[src/sv/dzh_pkg.sv]
package dzh_pkg;

   typedef enum logic [3:0] {
      P_IDLE    = 4'd0,
      P_FIXED   = 4'd1,
      P_XLEN    = 4'd2,
      P_SI1     = 4'd3,
      P_SI2     = 4'd4,
      P_SUBLEN  = 4'd5,
      P_VER     = 4'd6,
      P_CLEN    = 4'd7,
      P_CCNT    = 4'd8,
      P_CHUNKS  = 4'd9,
      P_XSKIP   = 4'd10,
      P_NAME    = 4'd11,
      P_COMMENT = 4'd12,
      P_HCRC    = 4'd13
   } phase_type;

   localparam logic [7:0] MAGIC1   = 8'h1f;
   localparam logic [7:0] MAGIC2   = 8'h8b;
   localparam logic [7:0] SI_R     = 8'h52;
   localparam logic [7:0] SI_A     = 8'h41;
   localparam int         FL_HCRC  = 1;
   localparam int         FL_EXTRA = 2;
   localparam int         FL_NAME  = 3;
   localparam int         FL_CMT   = 4;

   localparam logic [1:0] ST_TEXT  = 2'd0;
   localparam logic [1:0] ST_GZIP  = 2'd1;
   localparam logic [1:0] ST_DZ    = 2'd2;
   localparam logic [1:0] ST_ZERO  = 2'd3;

   localparam logic KIND_CHUNK   = 1'b0;
   localparam logic KIND_SUMMARY = 1'b1;

   typedef struct packed {
      logic        record_kind;
      logic [15:0] chunk_index;
      logic [15:0] chunk_size;
      logic [31:0] chunk_offset;
      logic [7:0]  method;
      logic [7:0]  flag_bits;
      logic [31:0] mod_time;
      logic [7:0]  extra_flag_bits;
      logic [7:0]  os_code;
      logic [15:0] uncompressed_chunk_len;
      logic [1:0]  status;
      logic [31:0] data_start;
   } rec_type;

endpackage

[src/sv/dzh_if.sv]
interface dzh_req_if;
   logic       valid;
   logic       ready;
   logic [7:0] data_byte;
   logic       first_byte;
   modport source (output valid, data_byte, first_byte, input ready);
   modport sink (input valid, data_byte, first_byte, output ready);
endinterface

interface dzh_rsp_if;
   import dzh_pkg::*;
   logic    valid;
   logic    ready;
   rec_type rec;
   modport source (output valid, rec, input ready);
   modport sink (input valid, rec, output ready);
endinterface

[src/sv/dzh_parser.sv]
// Front: parses one byte a cycle while step is high, makes up to two records.
module dzh_parser (
   input  logic             clock,
   input  logic             reset,
   input  logic             step,
   input  logic [7:0]       b,
   input  logic             first,
   output logic [1:0]       n_rec,
   output dzh_pkg::rec_type rec0,
   output dzh_pkg::rec_type rec1
);
   import dzh_pkg::*;

   phase_type   phase_ff, phase_in;
   logic        fbc_ff, fbc_in;
   logic [7:0]  low_ff, low_in, flags_ff, flags_in, method_ff, method_in;
   logic [31:0] mtime_ff, mtime_in;
   logic [7:0]  xfl_ff, xfl_in, os_ff, os_in;
   logic [15:0] xlen_ff, xlen_in, xcons_ff, xcons_in;
   logic [15:0] clen_ff, clen_in, ctot_ff, ctot_in, ccnt_ff, ccnt_in;
   logic [31:0] roff_ff, roff_in, hb_ff, hb_in;
   logic        dz_ff, dz_in;

   always_ff @(posedge clock) begin
      if (reset) begin
         phase_ff <= P_IDLE; fbc_ff <= 1'b0; low_ff <= '0; flags_ff <= '0;
         method_ff <= '0; mtime_ff <= '0; xfl_ff <= '0; os_ff <= '0;
         xlen_ff <= '0; xcons_ff <= '0; clen_ff <= '0; ctot_ff <= '0;
         ccnt_ff <= '0; roff_ff <= '0; hb_ff <= '0; dz_ff <= 1'b0;
      end else if (step) begin
         phase_ff <= phase_in; fbc_ff <= fbc_in; low_ff <= low_in;
         flags_ff <= flags_in; method_ff <= method_in; mtime_ff <= mtime_in;
         xfl_ff <= xfl_in; os_ff <= os_in; xlen_ff <= xlen_in;
         xcons_ff <= xcons_in; clen_ff <= clen_in; ctot_ff <= ctot_in;
         ccnt_ff <= ccnt_in; roff_ff <= roff_in; hb_ff <= hb_in; dz_ff <= dz_in;
      end
   end

   logic [15:0] v16, xc_bump;
   logic [31:0] idx;
   logic [1:0]  sum_st;
   logic [31:0] sum_start;
   logic        sum_a, sum_b, sum_hold;

   always_comb begin
      phase_in = phase_ff; fbc_in = fbc_ff; low_in = low_ff;
      flags_in = flags_ff; method_in = method_ff; mtime_in = mtime_ff;
      xfl_in = xfl_ff; os_in = os_ff; xlen_in = xlen_ff; xcons_in = xcons_ff;
      clen_in = clen_ff; ctot_in = ctot_ff; ccnt_in = ccnt_ff;
      roff_in = roff_ff; hb_in = hb_ff; dz_in = dz_ff;
      v16 = {b, low_ff};
      idx = hb_ff;
      xc_bump = (xcons_ff != 16'hFFFF) ? xcons_ff + 16'd1 : xcons_ff;
      n_rec = 2'd0;
      rec0 = '0; rec1 = '0;
      // summary requests: sum_a in rec0, sum_b in rec1
      sum_a = 1'b0; sum_b = 1'b0; sum_hold = 1'b0;
      sum_st = ST_GZIP; sum_start = hb_ff;
      if (first) begin
         phase_in = P_FIXED; fbc_in = 1'b0; low_in = b; flags_in = '0;
         method_in = '0; mtime_in = '0; xfl_in = '0; os_in = '0;
         xlen_in = '0; xcons_in = '0; clen_in = '0; ctot_in = '0;
         ccnt_in = '0; roff_in = '0; hb_in = 32'd1; dz_in = 1'b0;
      end else if (phase_ff != P_IDLE) begin
         if (hb_ff != 32'hFFFFFFFF) hb_in = hb_ff + 32'd1;
         sum_start = hb_in;
         case (phase_ff)
            P_FIXED: begin
               if (idx == 32'd1) begin
                  if (low_ff != MAGIC1 || b != MAGIC2) begin
                     sum_a = 1'b1; sum_st = ST_TEXT; sum_start = '0;
                  end
               end else if (idx == 32'd2) method_in = b;
               else if (idx == 32'd3) flags_in = b;
               else if (idx inside {[32'd4:32'd7]})
                  mtime_in = mtime_ff | ({24'd0, b} << {idx[1:0], 3'd0});
               else if (idx == 32'd8) xfl_in = b;
               else begin
                  os_in = b; fbc_in = 1'b0;
                  if (flags_ff[FL_EXTRA]) phase_in = P_XLEN;
                  else sum_a = 1'b1;
               end
            end
            P_XLEN: begin
               fbc_in = ~fbc_ff;
               if (!fbc_ff) low_in = b;
               else begin
                  xlen_in = v16;
                  if (v16 == 16'd0) sum_a = 1'b1;
                  else phase_in = P_SI1;
               end
            end
            P_SI1: begin
               low_in = b; xcons_in = xc_bump;
               if (xc_bump >= xlen_ff) sum_a = 1'b1;
               else phase_in = P_SI2;
            end
            P_SI2: begin
               xcons_in = xc_bump;
               if (low_ff == SI_R && b == SI_A) begin
                  fbc_in = 1'b0; phase_in = P_SUBLEN;
               end else if (xc_bump >= xlen_ff) sum_a = 1'b1;
               else phase_in = P_XSKIP;
            end
            P_SUBLEN, P_VER, P_CLEN, P_CCNT: begin
               xcons_in = xc_bump; fbc_in = ~fbc_ff;
               if (!fbc_ff) low_in = b;
               else begin
                  case (phase_ff)
                     P_SUBLEN: phase_in = P_VER;
                     P_VER:    phase_in = P_CLEN;
                     P_CLEN: begin clen_in = v16; phase_in = P_CCNT; end
                     default: begin
                        ctot_in = v16;
                        if (v16 == 16'd0) begin
                           sum_hold = 1'b1; sum_a = 1'b1; sum_st = ST_ZERO;
                        end else begin
                           ccnt_in = '0; roff_in = '0; phase_in = P_CHUNKS;
                        end
                     end
                  endcase
               end
            end
            P_CHUNKS: begin
               xcons_in = xc_bump; fbc_in = ~fbc_ff;
               if (!fbc_ff) low_in = b;
               else begin
                  n_rec = 2'd1;
                  rec0.record_kind = KIND_CHUNK;
                  rec0.chunk_index = ccnt_ff;
                  rec0.chunk_size = v16;
                  rec0.chunk_offset = roff_ff;
                  roff_in = roff_ff + {16'd0, v16};
                  ccnt_in = ccnt_ff + 16'd1;
                  if (ccnt_in == ctot_ff) begin
                     dz_in = 1'b1;
                     if (xc_bump >= xlen_ff) sum_b = 1'b1;
                     else phase_in = P_XSKIP;
                  end
               end
            end
            P_XSKIP: begin
               xcons_in = xc_bump;
               if (xc_bump >= xlen_ff) sum_a = 1'b1;
            end
            P_NAME:    if (b == 8'd0) sum_a = 1'b1;
            P_COMMENT: if (b == 8'd0) sum_a = 1'b1;
            P_HCRC: begin
               fbc_in = ~fbc_ff;
               if (!fbc_ff) low_in = b;
               else sum_a = 1'b1;
            end
            default: phase_in = P_IDLE;
         endcase
         // optional sections after the current stage
         if ((sum_a || sum_b) && !sum_hold && sum_st != ST_TEXT) begin
            if ((phase_ff <= P_XSKIP) && flags_in[FL_NAME]) begin
               phase_in = P_NAME; sum_a = 1'b0; sum_b = 1'b0;
            end else if (phase_ff <= P_NAME && flags_in[FL_CMT]) begin
               phase_in = P_COMMENT; sum_a = 1'b0; sum_b = 1'b0;
            end else if (phase_ff <= P_COMMENT && flags_in[FL_HCRC]) begin
               phase_in = P_HCRC; fbc_in = 1'b0; sum_a = 1'b0; sum_b = 1'b0;
            end else sum_st = dz_in ? ST_DZ : ST_GZIP;
         end
         if (sum_a || sum_b) begin
            phase_in = P_IDLE;
            if (sum_b) begin
               n_rec = 2'd2;
               rec1.record_kind = KIND_SUMMARY;
            end else begin
               n_rec = 2'd1;
               rec0.record_kind = KIND_SUMMARY;
            end
         end
      end
      if (sum_a) begin
         rec0.chunk_index = ctot_in; rec0.chunk_size = '0;
         rec0.chunk_offset = roff_in; rec0.method = method_in;
         rec0.flag_bits = flags_in; rec0.mod_time = mtime_in;
         rec0.extra_flag_bits = xfl_in; rec0.os_code = os_in;
         rec0.uncompressed_chunk_len = clen_in; rec0.status = sum_st;
         rec0.data_start = sum_start;
      end
      if (sum_b) begin
         rec1.chunk_index = ctot_in; rec1.chunk_size = '0;
         rec1.chunk_offset = roff_in; rec1.method = method_in;
         rec1.flag_bits = flags_in; rec1.mod_time = mtime_in;
         rec1.extra_flag_bits = xfl_in; rec1.os_code = os_in;
         rec1.uncompressed_chunk_len = clen_in; rec1.status = sum_st;
         rec1.data_start = sum_start;
      end
   end
endmodule

[src/sv/dzh_queue.sv]
// Back: record queue, takes up to two records a cycle, delivers one while rsp.ready is high.
module dzh_queue (
   input  logic             clock,
   input  logic             reset,
   input  logic [1:0]       n_push,
   input  dzh_pkg::rec_type rec0,
   input  dzh_pkg::rec_type rec1,
   output logic             room,
   dzh_rsp_if.source        rsp
);
   import dzh_pkg::*;

   localparam int DEPTH = 4;
   rec_type     mem_ff [DEPTH];
   logic [1:0]  wp_ff, rp_ff;
   logic [2:0]  cnt_ff;
   logic        pop;

   assign pop = rsp.valid && rsp.ready;
   assign rsp.valid = cnt_ff != 3'd0;
   assign rsp.rec = mem_ff[rp_ff];
   assign room = cnt_ff <= 3'd2;

   always_ff @(posedge clock) begin
      if (n_push != 2'd0) mem_ff[wp_ff] <= rec0;
      if (n_push == 2'd2) mem_ff[wp_ff + 2'd1] <= rec1;
   end

   always_ff @(posedge clock) begin
      if (reset) begin
         wp_ff <= '0; rp_ff <= '0; cnt_ff <= '0;
      end else begin
         wp_ff <= wp_ff + n_push;
         if (pop) rp_ff <= rp_ff + 2'd1;
         cnt_ff <= cnt_ff + {1'b0, n_push} - {2'd0, pop};
      end
   end
endmodule

[src/sv/dictzip_header_parser.sv]
// A record is queued as its closing byte is accepted; output is registered.
// Throughput: one request per cycle while ready is high; up to two records
// per request feed a four-entry record queue, ready drops when fewer than
// two slots are free. Reset: synchronous, active high; parser goes idle
// awaiting a start byte, queue empties.
module dictzip_header_parser (
   input logic      clock,
   input logic      reset,
   dzh_req_if.sink  req,
   dzh_rsp_if.source rsp
);
   import dzh_pkg::*;

   logic       room, step;
   logic [1:0] n_rec, n_push;
   rec_type    rec0, rec1;

   // accept only when a worst case pair of records fits
   assign req.ready = room;
   assign step = req.valid && req.ready;
   assign n_push = step ? n_rec : 2'd0;

   dzh_parser u_parser (
      .clock(clock), .reset(reset), .step(step), .b(req.data_byte),
      .first(req.first_byte), .n_rec(n_rec), .rec0(rec0), .rec1(rec1)
   );

   dzh_queue u_queue (
      .clock(clock), .reset(reset), .n_push(n_push), .rec0(rec0),
      .rec1(rec1), .room(room), .rsp(rsp)
   );

   // a second record is always the summary behind a chunk entry
   a_pair: assert property (@(posedge clock) disable iff (reset)
      n_push == 2'd2 |-> rec0.record_kind == KIND_CHUNK &&
                         rec1.record_kind == KIND_SUMMARY)
      else $error("bad record pair");

   // no records from a start byte
   a_start: assert property (@(posedge clock) disable iff (reset)
      step && req.first_byte |-> n_rec == 2'd0)
      else $error("record on start byte");

   // after a push the output is valid in the next cycle
   a_room: assert property (@(posedge clock) disable iff (reset)
      n_push != 2'd0 |=> rsp.valid)
      else $error("push without output");
endmodule
[src/flat_wrapper.sv]
// flat-port wrapper written by rule: the top's interface ports become plain ports
module dictzip_header_parser_flat import dzh_pkg::*;
  (clock, reset, req_valid, req_data_byte, req_first_byte, req_ready, rsp_valid, rsp_rec, rsp_ready);
  dzh_req_if req_i ();
  dzh_rsp_if rsp_i ();
  input logic clock;
  input logic reset;
  input wire logic [$bits(req_i.valid)-1:0] req_valid;
  input wire logic [$bits(req_i.data_byte)-1:0] req_data_byte;
  input wire logic [$bits(req_i.first_byte)-1:0] req_first_byte;
  output wire logic [$bits(req_i.ready)-1:0] req_ready;
  output wire logic [$bits(rsp_i.valid)-1:0] rsp_valid;
  output wire logic [$bits(rsp_i.rec)-1:0] rsp_rec;
  input wire logic [$bits(rsp_i.ready)-1:0] rsp_ready;
  assign req_i.valid = req_valid;
  assign req_i.data_byte = req_data_byte;
  assign req_i.first_byte = req_first_byte;
  assign req_ready = req_i.ready;
  assign rsp_valid = rsp_i.valid;
  assign rsp_rec = rsp_i.rec;
  assign rsp_i.ready = rsp_ready;
  dictzip_header_parser u_core (.clock(clock), .reset(reset), .req(req_i), .rsp(rsp_i));
endmodule
[config.mk]
export PLATFORM = sky130hd
export DESIGN_NAME = dictzip_header_parser_flat
export DESIGN_NICKNAME = d
export VERILOG_FILES = /design/src/sv/dzh_pkg.sv /design/src/sv/dzh_if.sv /design/src/sv/dzh_parser.sv /design/src/sv/dzh_queue.sv /design/src/sv/dictzip_header_parser.sv /design/src/flat_wrapper.sv
export SDC_FILE = /design/constraint.sdc
export NUM_CORES = 2
export LEC_CHECK = 0
export ABC_AREA = 1
export BUFFER_PORTS_ARGS = -buffer_cell sky130_fd_sc_hd__clkbuf_2
export CORE_ASPECT_RATIO = 1.25
export CORE_UTILIZATION = 35
export CTS_CLUSTER_DIAMETER = 200
export DETAILED_ROUTE_END_ITERATION = 7
export PLACE_DENSITY = 0.61
export SLEW_MARGIN = 25
export SYNTH_ARGS = -nofsm -noshare
export SYNTH_HDL_FRONTEND = slang
export SYNTH_SLANG_ARGS = --single-unit
[constraint.sdc]
create_clock -name clock -period 19.15 [get_ports clock]
set_input_delay 0.9575 -clock clock [delete_from_list [all_inputs] [get_ports clock]]
set_output_delay 0.9575 -clock clock [all_outputs]
set_load 0.03 [all_outputs]
# == After elaboration in Yosys (flattened, before gate mapping) ==
# Memory sizes are Yosys's and may differ from the RTL's. A register that Yosys moved wholly into a read port is not among the register bits.
# Cells that the tools add are included.
# Widths: inputs -> output; s select.
# totals
out_inout_bits,181
ram_bits,716
regBits,229
input_bits,13
n_memories,1
wordCells,312
# classes
order_cmp,7
reduce_logical,37
n_shift,1
mux,206
bitwise,2
n_eq_ne,30
addsub,9
# mem_list
name,depth,width,rd,rd_ports_with_merged_regs,wr,line_no,text
u_core.u_queue.mem_ff,4,179,1,1,2,dzh_queue.sv:14,rec_type mem_ff [DEPTH];
# ops
operator,count
$mux 32,21
$mux 16,24
$mux 178,2
$mux 8,32
$mux 65,2
$mux 64,2
$mux 4,22
$mux 1,74
$eq 32x2->1 const B,2
$pmux 32 s2,1
$mux 2,19
$add 16x1->16 const B,2
$add 32x1->32 const B,1
$add 32x16->32,1
$eq 32x1->1 const B,1
$eq 32x4->1 const B,1
$ge 32x3->1 const B,1
$le 32x3->1 const B,1
$ne 32x32->1 const B,1
$or 32x32->32,1
$pmux 16 s2,1
$shl 8x5->32,1
$pmux 4 s7,1
$eq 4x4->1 const B,6
40 further kinds,72

# == Logic depth before layout (Yosys ltp) ==
# depth
ltp_word,23
depth_mapped,36

# == Modules after synthesis ==
# From an unflattened synthesis, not the netlist that was laid out.
# hier_totals
cells_unflattened,6295
area_unflattened_um2,51610.7
# by_module_without_submodules
mod,instances,area_each_um2,cells_per_inst,seq_area_each_um2
dzh_queue,1,34720.8,3573,21680.8
dzh_parser,1,16867.4,2716,4444.3
dictzip_header_parser,1,22.5,6,0.0

# == Worst setup path before layout ==
# OpenSTA, ideal clock, no wires.
# synth_timing
path_kind,register to register
startpoint,register u_core.u_parser.xcons_ff[3]
endpoint,memory u_core.u_queue.mem_ff[3][106] (netlist bit) (data pin)
setup_ns,0.140
path_slack_ns,11.464
arrival_ns,7.545
path_stages_with_launch,30
cell_sequence,dfxtp_1 > nand2_1 > nor3_1 > inv_1 > nor2_1 > inv_1 > nor2_1 > inv_1 > nor4_1 > inv_1 > nand2_1 > nor2_1 > xor2_1 > ha_1 > nand4_1 > nor3b_1 > nor2_1 > nand2_1 > nand2_1 > nand2_1 > inv_1 > nor2_4 > nand3_4 > nor2_4 > nand2_2 > nand2_1 > nand2_1 > buf_6 > buf_2 > nor2_1
# synth_lines
item,line_no,text
"start, declared",dzh_parser.sv:19,"logic [15:0] xlen_ff, xlen_in, xcons_ff, xcons_in;"
"start signal, assigned",dzh_parser.sv:34,xcons_ff <= xcons_in; clen_ff <= clen_in; ctot_ff <= ctot_in;
"end, declared",dzh_queue.sv:14,

==> metrics.txt <==
status=finished, final reports clean; top post-synthesis cells by count=nor2_1 (1015), nand2_1 (1001), o21ai_0 (857); Die Span Y=420.5 µm; Mean Syn Cell Area=8.165 µm²; final core utilization=0.3909; CTS Hold Buffers Added=0; Main synth FF type=edfxtp_1; CP Class=reg2reg; max incr delay on CP=930 ps; sw frac=0.3347; post-cts gate resize count=0; Final Hold Vio Count=0; Worst Path Required=19570 ps; Comb pwr share=0.202; Max Cap Viol=0; initial antenna violation count=3; hold path cells=2; I/O pins=194; Routed WL=176000 µm; CTS tree=yes; CTS Root Cell=clkbuf_16; number of synthesized flops with an enable pin=652; Worst Tran Pin Value=1103 ps; nets=6017; placed cells=7723; P&R area growth vs syn=10.79%; r2r startpoint=u_core.u_parser.xcons_ff[3]$_SDFFE_PP0P_; largest area contributor in the netlist=edfxtp_1; drt pass-1 iters=7; HPWL after DPL=104600 µm; Port Buf Inserts=193; Post-DRT Antenna Nets=0; HP Class=reg2reg; P per Cell Area=96.24 nW/µm²; flops & latches, synth=947; number of global-route vias before repair=42030; Tot GR Track Use=0.2415; Achievable Freq=141.3 MHz; Initial Utilization=0.3528; setup violators final=0; GP Congestion=0.9159; Syn Nets=6062; Int Pwr=3.478 mW; slew margin rel.=0.2644; Mapped Cells=6005; post-synthesis sequential area ratio=0.5198; most numerous cell in the Yosys netlist=nor2_1; RR Endpoint=u_core.u_queue.mem_ff[0][10]$_DFFE_PP_; layout cells sized above 1=0.08791; asr flop ratio synth=0; Worst-Skew Late Latency=730 ps; FF-to-FF path depth=29; switching power=1.750 mW; P_leak=17.64 nW; Cell Area, Synth=49030 µm²; cts bufs inserted=95; row cnt=153; reg2reg setup slack=12070 ps; die area=141600 µm²; Critical Path AT=7490 ps; CP max FO=64; clk slew on worst S/H paths=60 ps; CTS H-tree depth=3; final cell count without fillers=7901; Setup Buffers After CTS=0; Max rail drop VDD=0.06967 mV; clk sinks=947; Final period util=0.3696; power share of the sequential group=0.436; DRC viols=0; synth warn=0; first-pass GRT wire length=260300 µm; Clock Path Buffers=3; Vias=44290; Routed WL per cell=22.27 µm; final setup TNS=0 ps; RSZ-0062 raised after global routing=false; Worst path slowest cell=nand2_4; Final min period=7077 ps; share of the synthesized area in the top cell type=0.3993; clock power share=0.363; Synth cell types=56; largest net degree at the start of global routing=194; Via-to-Cell Ratio=5.605; synth top area cells=edfxtp_1 (40%), dfxtp_1 (12%), o21ai_0 (8.7%); global route total overflow=0; die width=336.8 µm; max-slew violation count=0; Critical Path End Type=flop; clock skew=35.92 ps; core area=139000 µm²; Worst Hold End=u_core.u_queue.mem_ff[2][159]$_SDFFE_PP0N_; fill cell count=14170; hold_sp=u_core.u_queue.mem_ff[2][159]$_SDFFE_PP0N_; crit start category=flop; initial DRC count=4615
==> flip-flops by register name, indices dropped and copies added, names as in the netlist, 16 cells and up, named ones only <==
signal / count
u_core.u_parser.roff_ff: 32
u_core.u_parser.mtime_ff: 32
u_core.u_parser.xcons_ff: 16
u_core.u_parser.hb_ff: 32
u_core.u_parser.clen_ff: 16
u_core.u_parser.ccnt_ff: 16
u_core.u_parser.ctot_ff: 16
u_core.u_parser.xlen_ff: 16
u_core.u_queue.mem_ff: 716
==> placed cells by master (no fill, tap or decap), drive strengths merged, types with 2 or more instances in the layout <==
master	Yosys	final
clkinv	6	39
nand3	239	239
bufinv	0	7
o22ai	277	277
o21ai	931	931
dfxtp	295	295
xor2	30	30
or2	67	67
a31oi	26	26
clkbuf	284	323
nand3b	16	16
a21oi	312	312
o211ai	25	25
buf	121	71
fa	2	2
edfxtp	652	652
nor2	1029	1029
a22oi	8	8
nand2	1014	1014
nor4	13	13
xnor2	11	11
nor3	85	85
o21bai	20	20
nor3b	2	2
a211oi	8	8
a2bb2oi	3	3
o21a	2	2
a21o	3	3
inv	421	426
nand4	53	53
ha	42	42
==> power by group through the flow <==
stage | Sequential, mW | Combinational (mW) | Clock (mW)
after floorplan | 2.28 | 0.692 | 0
after global placement | 2.32 | 1.04 | 0
after detailed placement | 2.32 | 1.05 | 0
after CTS | 2.27 | 1.05 | 1.92
after global routing | 2.28 | 1.13 | 1.98
final | 2.28 | 1.06 | 1.90
==> logic make-up (layout without fill, tap and decap cells) <==
group,after synthesis,after routing,share of synthesized area
simple gates,2521,2521,0.2151
compound gates,1620,1620,0.1771
flops,947,947,0.5198
buf+inv,832,867,0.06923
fa+ha+maj,44,44,0.01153
xor+xnor,41,41,0.007324
other cells,0,1,0
==> cell type report <==
| type | count | area (µm²) | share of cell area |
|---|---|---|---|
| sequential | 947 | 25490 | 0.4693 |
| multi-input combinational | 4226 | 20290 | 0.3735 |
| clock buffer | 131 | 2614 | 0.04812 |
| tap | 1860 | 2327 | 0.04284 |
| inverter | 427 | 1624 | 0.02990 |
| timing repair buffer | 263 | 1523 | 0.02803 |
| clock inverter | 46 | 450.4 | 0.008292 |
| antenna | 1 | 2.502 | 0.00004607 |
==> metrics by stage <==
stage | power, mW | setup WS, ps | cell area (µm²) | hold slack [ps]
global route | 5.395 | 11530 | 54320 | 468.4
floorplan | 2.969 | 11460 | 49030 | 413.6
finish | 5.228 | 12070 | 54320 | 448.7
global placement | 3.360 | 12060 | 51230 | 426.1
CTS | 5.245 | 12120 | 54290 | 447.7
detailed placement | 3.368 | 12180 | 51230 | 430.9
==> metal layers <==
metal  wire length (µm)  global-route usage  vias to the layer above
met2              84340              0.4066                     1899
met5                  0                   0                        -
met4               8260              0.1169                        0
met3              12800             0.03237                      401
li1                   -                   -                    20490
met1              70560              0.3037                    21500
==> critical path: cells and delay by family, from the launching register on <==
family	cells	cell delay, ps
AND/OR/NAND/NOR	18	3680
AO/OA/AOI/OAI	2	260
flip-flops	1	400
XOR/XNOR	1	190
buffers and inverters	7	1770
adder cells (fa/ha/maj)	1	280
==> how the worst max path moves through the flow <==
stage,start,to,slack (ps),depth (start not counted)
floorplan,u_core.u_parser.xcons_ff[3]$_SDFFE_PP0P_,u_core.u_queue.mem_ff[3][106]$_DFFE_PP_,11460,29
detailed placement,u_core.u_parser.xcons_ff[3]$_SDFFE_PP0P_,u_core.u_queue.mem_ff[1][12]$_DFFE_PP_,12180,27
CTS,u_core.u_parser.xcons_ff[3]$_SDFFE_PP0P_,u_core.u_queue.mem_ff[1][16]$_DFFE_PP_,12120,27
global route,u_core.u_parser.xcons_ff[3]$_SDFFE_PP0P_,u_core.u_queue.mem_ff[0][6]$_DFFE_PP_,11530,29
finish,u_core.u_parser.xcons_ff[3]$_SDFFE_PP0P_,u_core.u_queue.mem_ff[0][10]$_DFFE_PP_,12070,29
global placement,u_core.u_parser.xcons_ff[3]$_SDFFE_PP0P_,u_core.u_queue.mem_ff[1][13]$_DFFE_PP_,12060,27
Power figures use the tool's default switching activity.
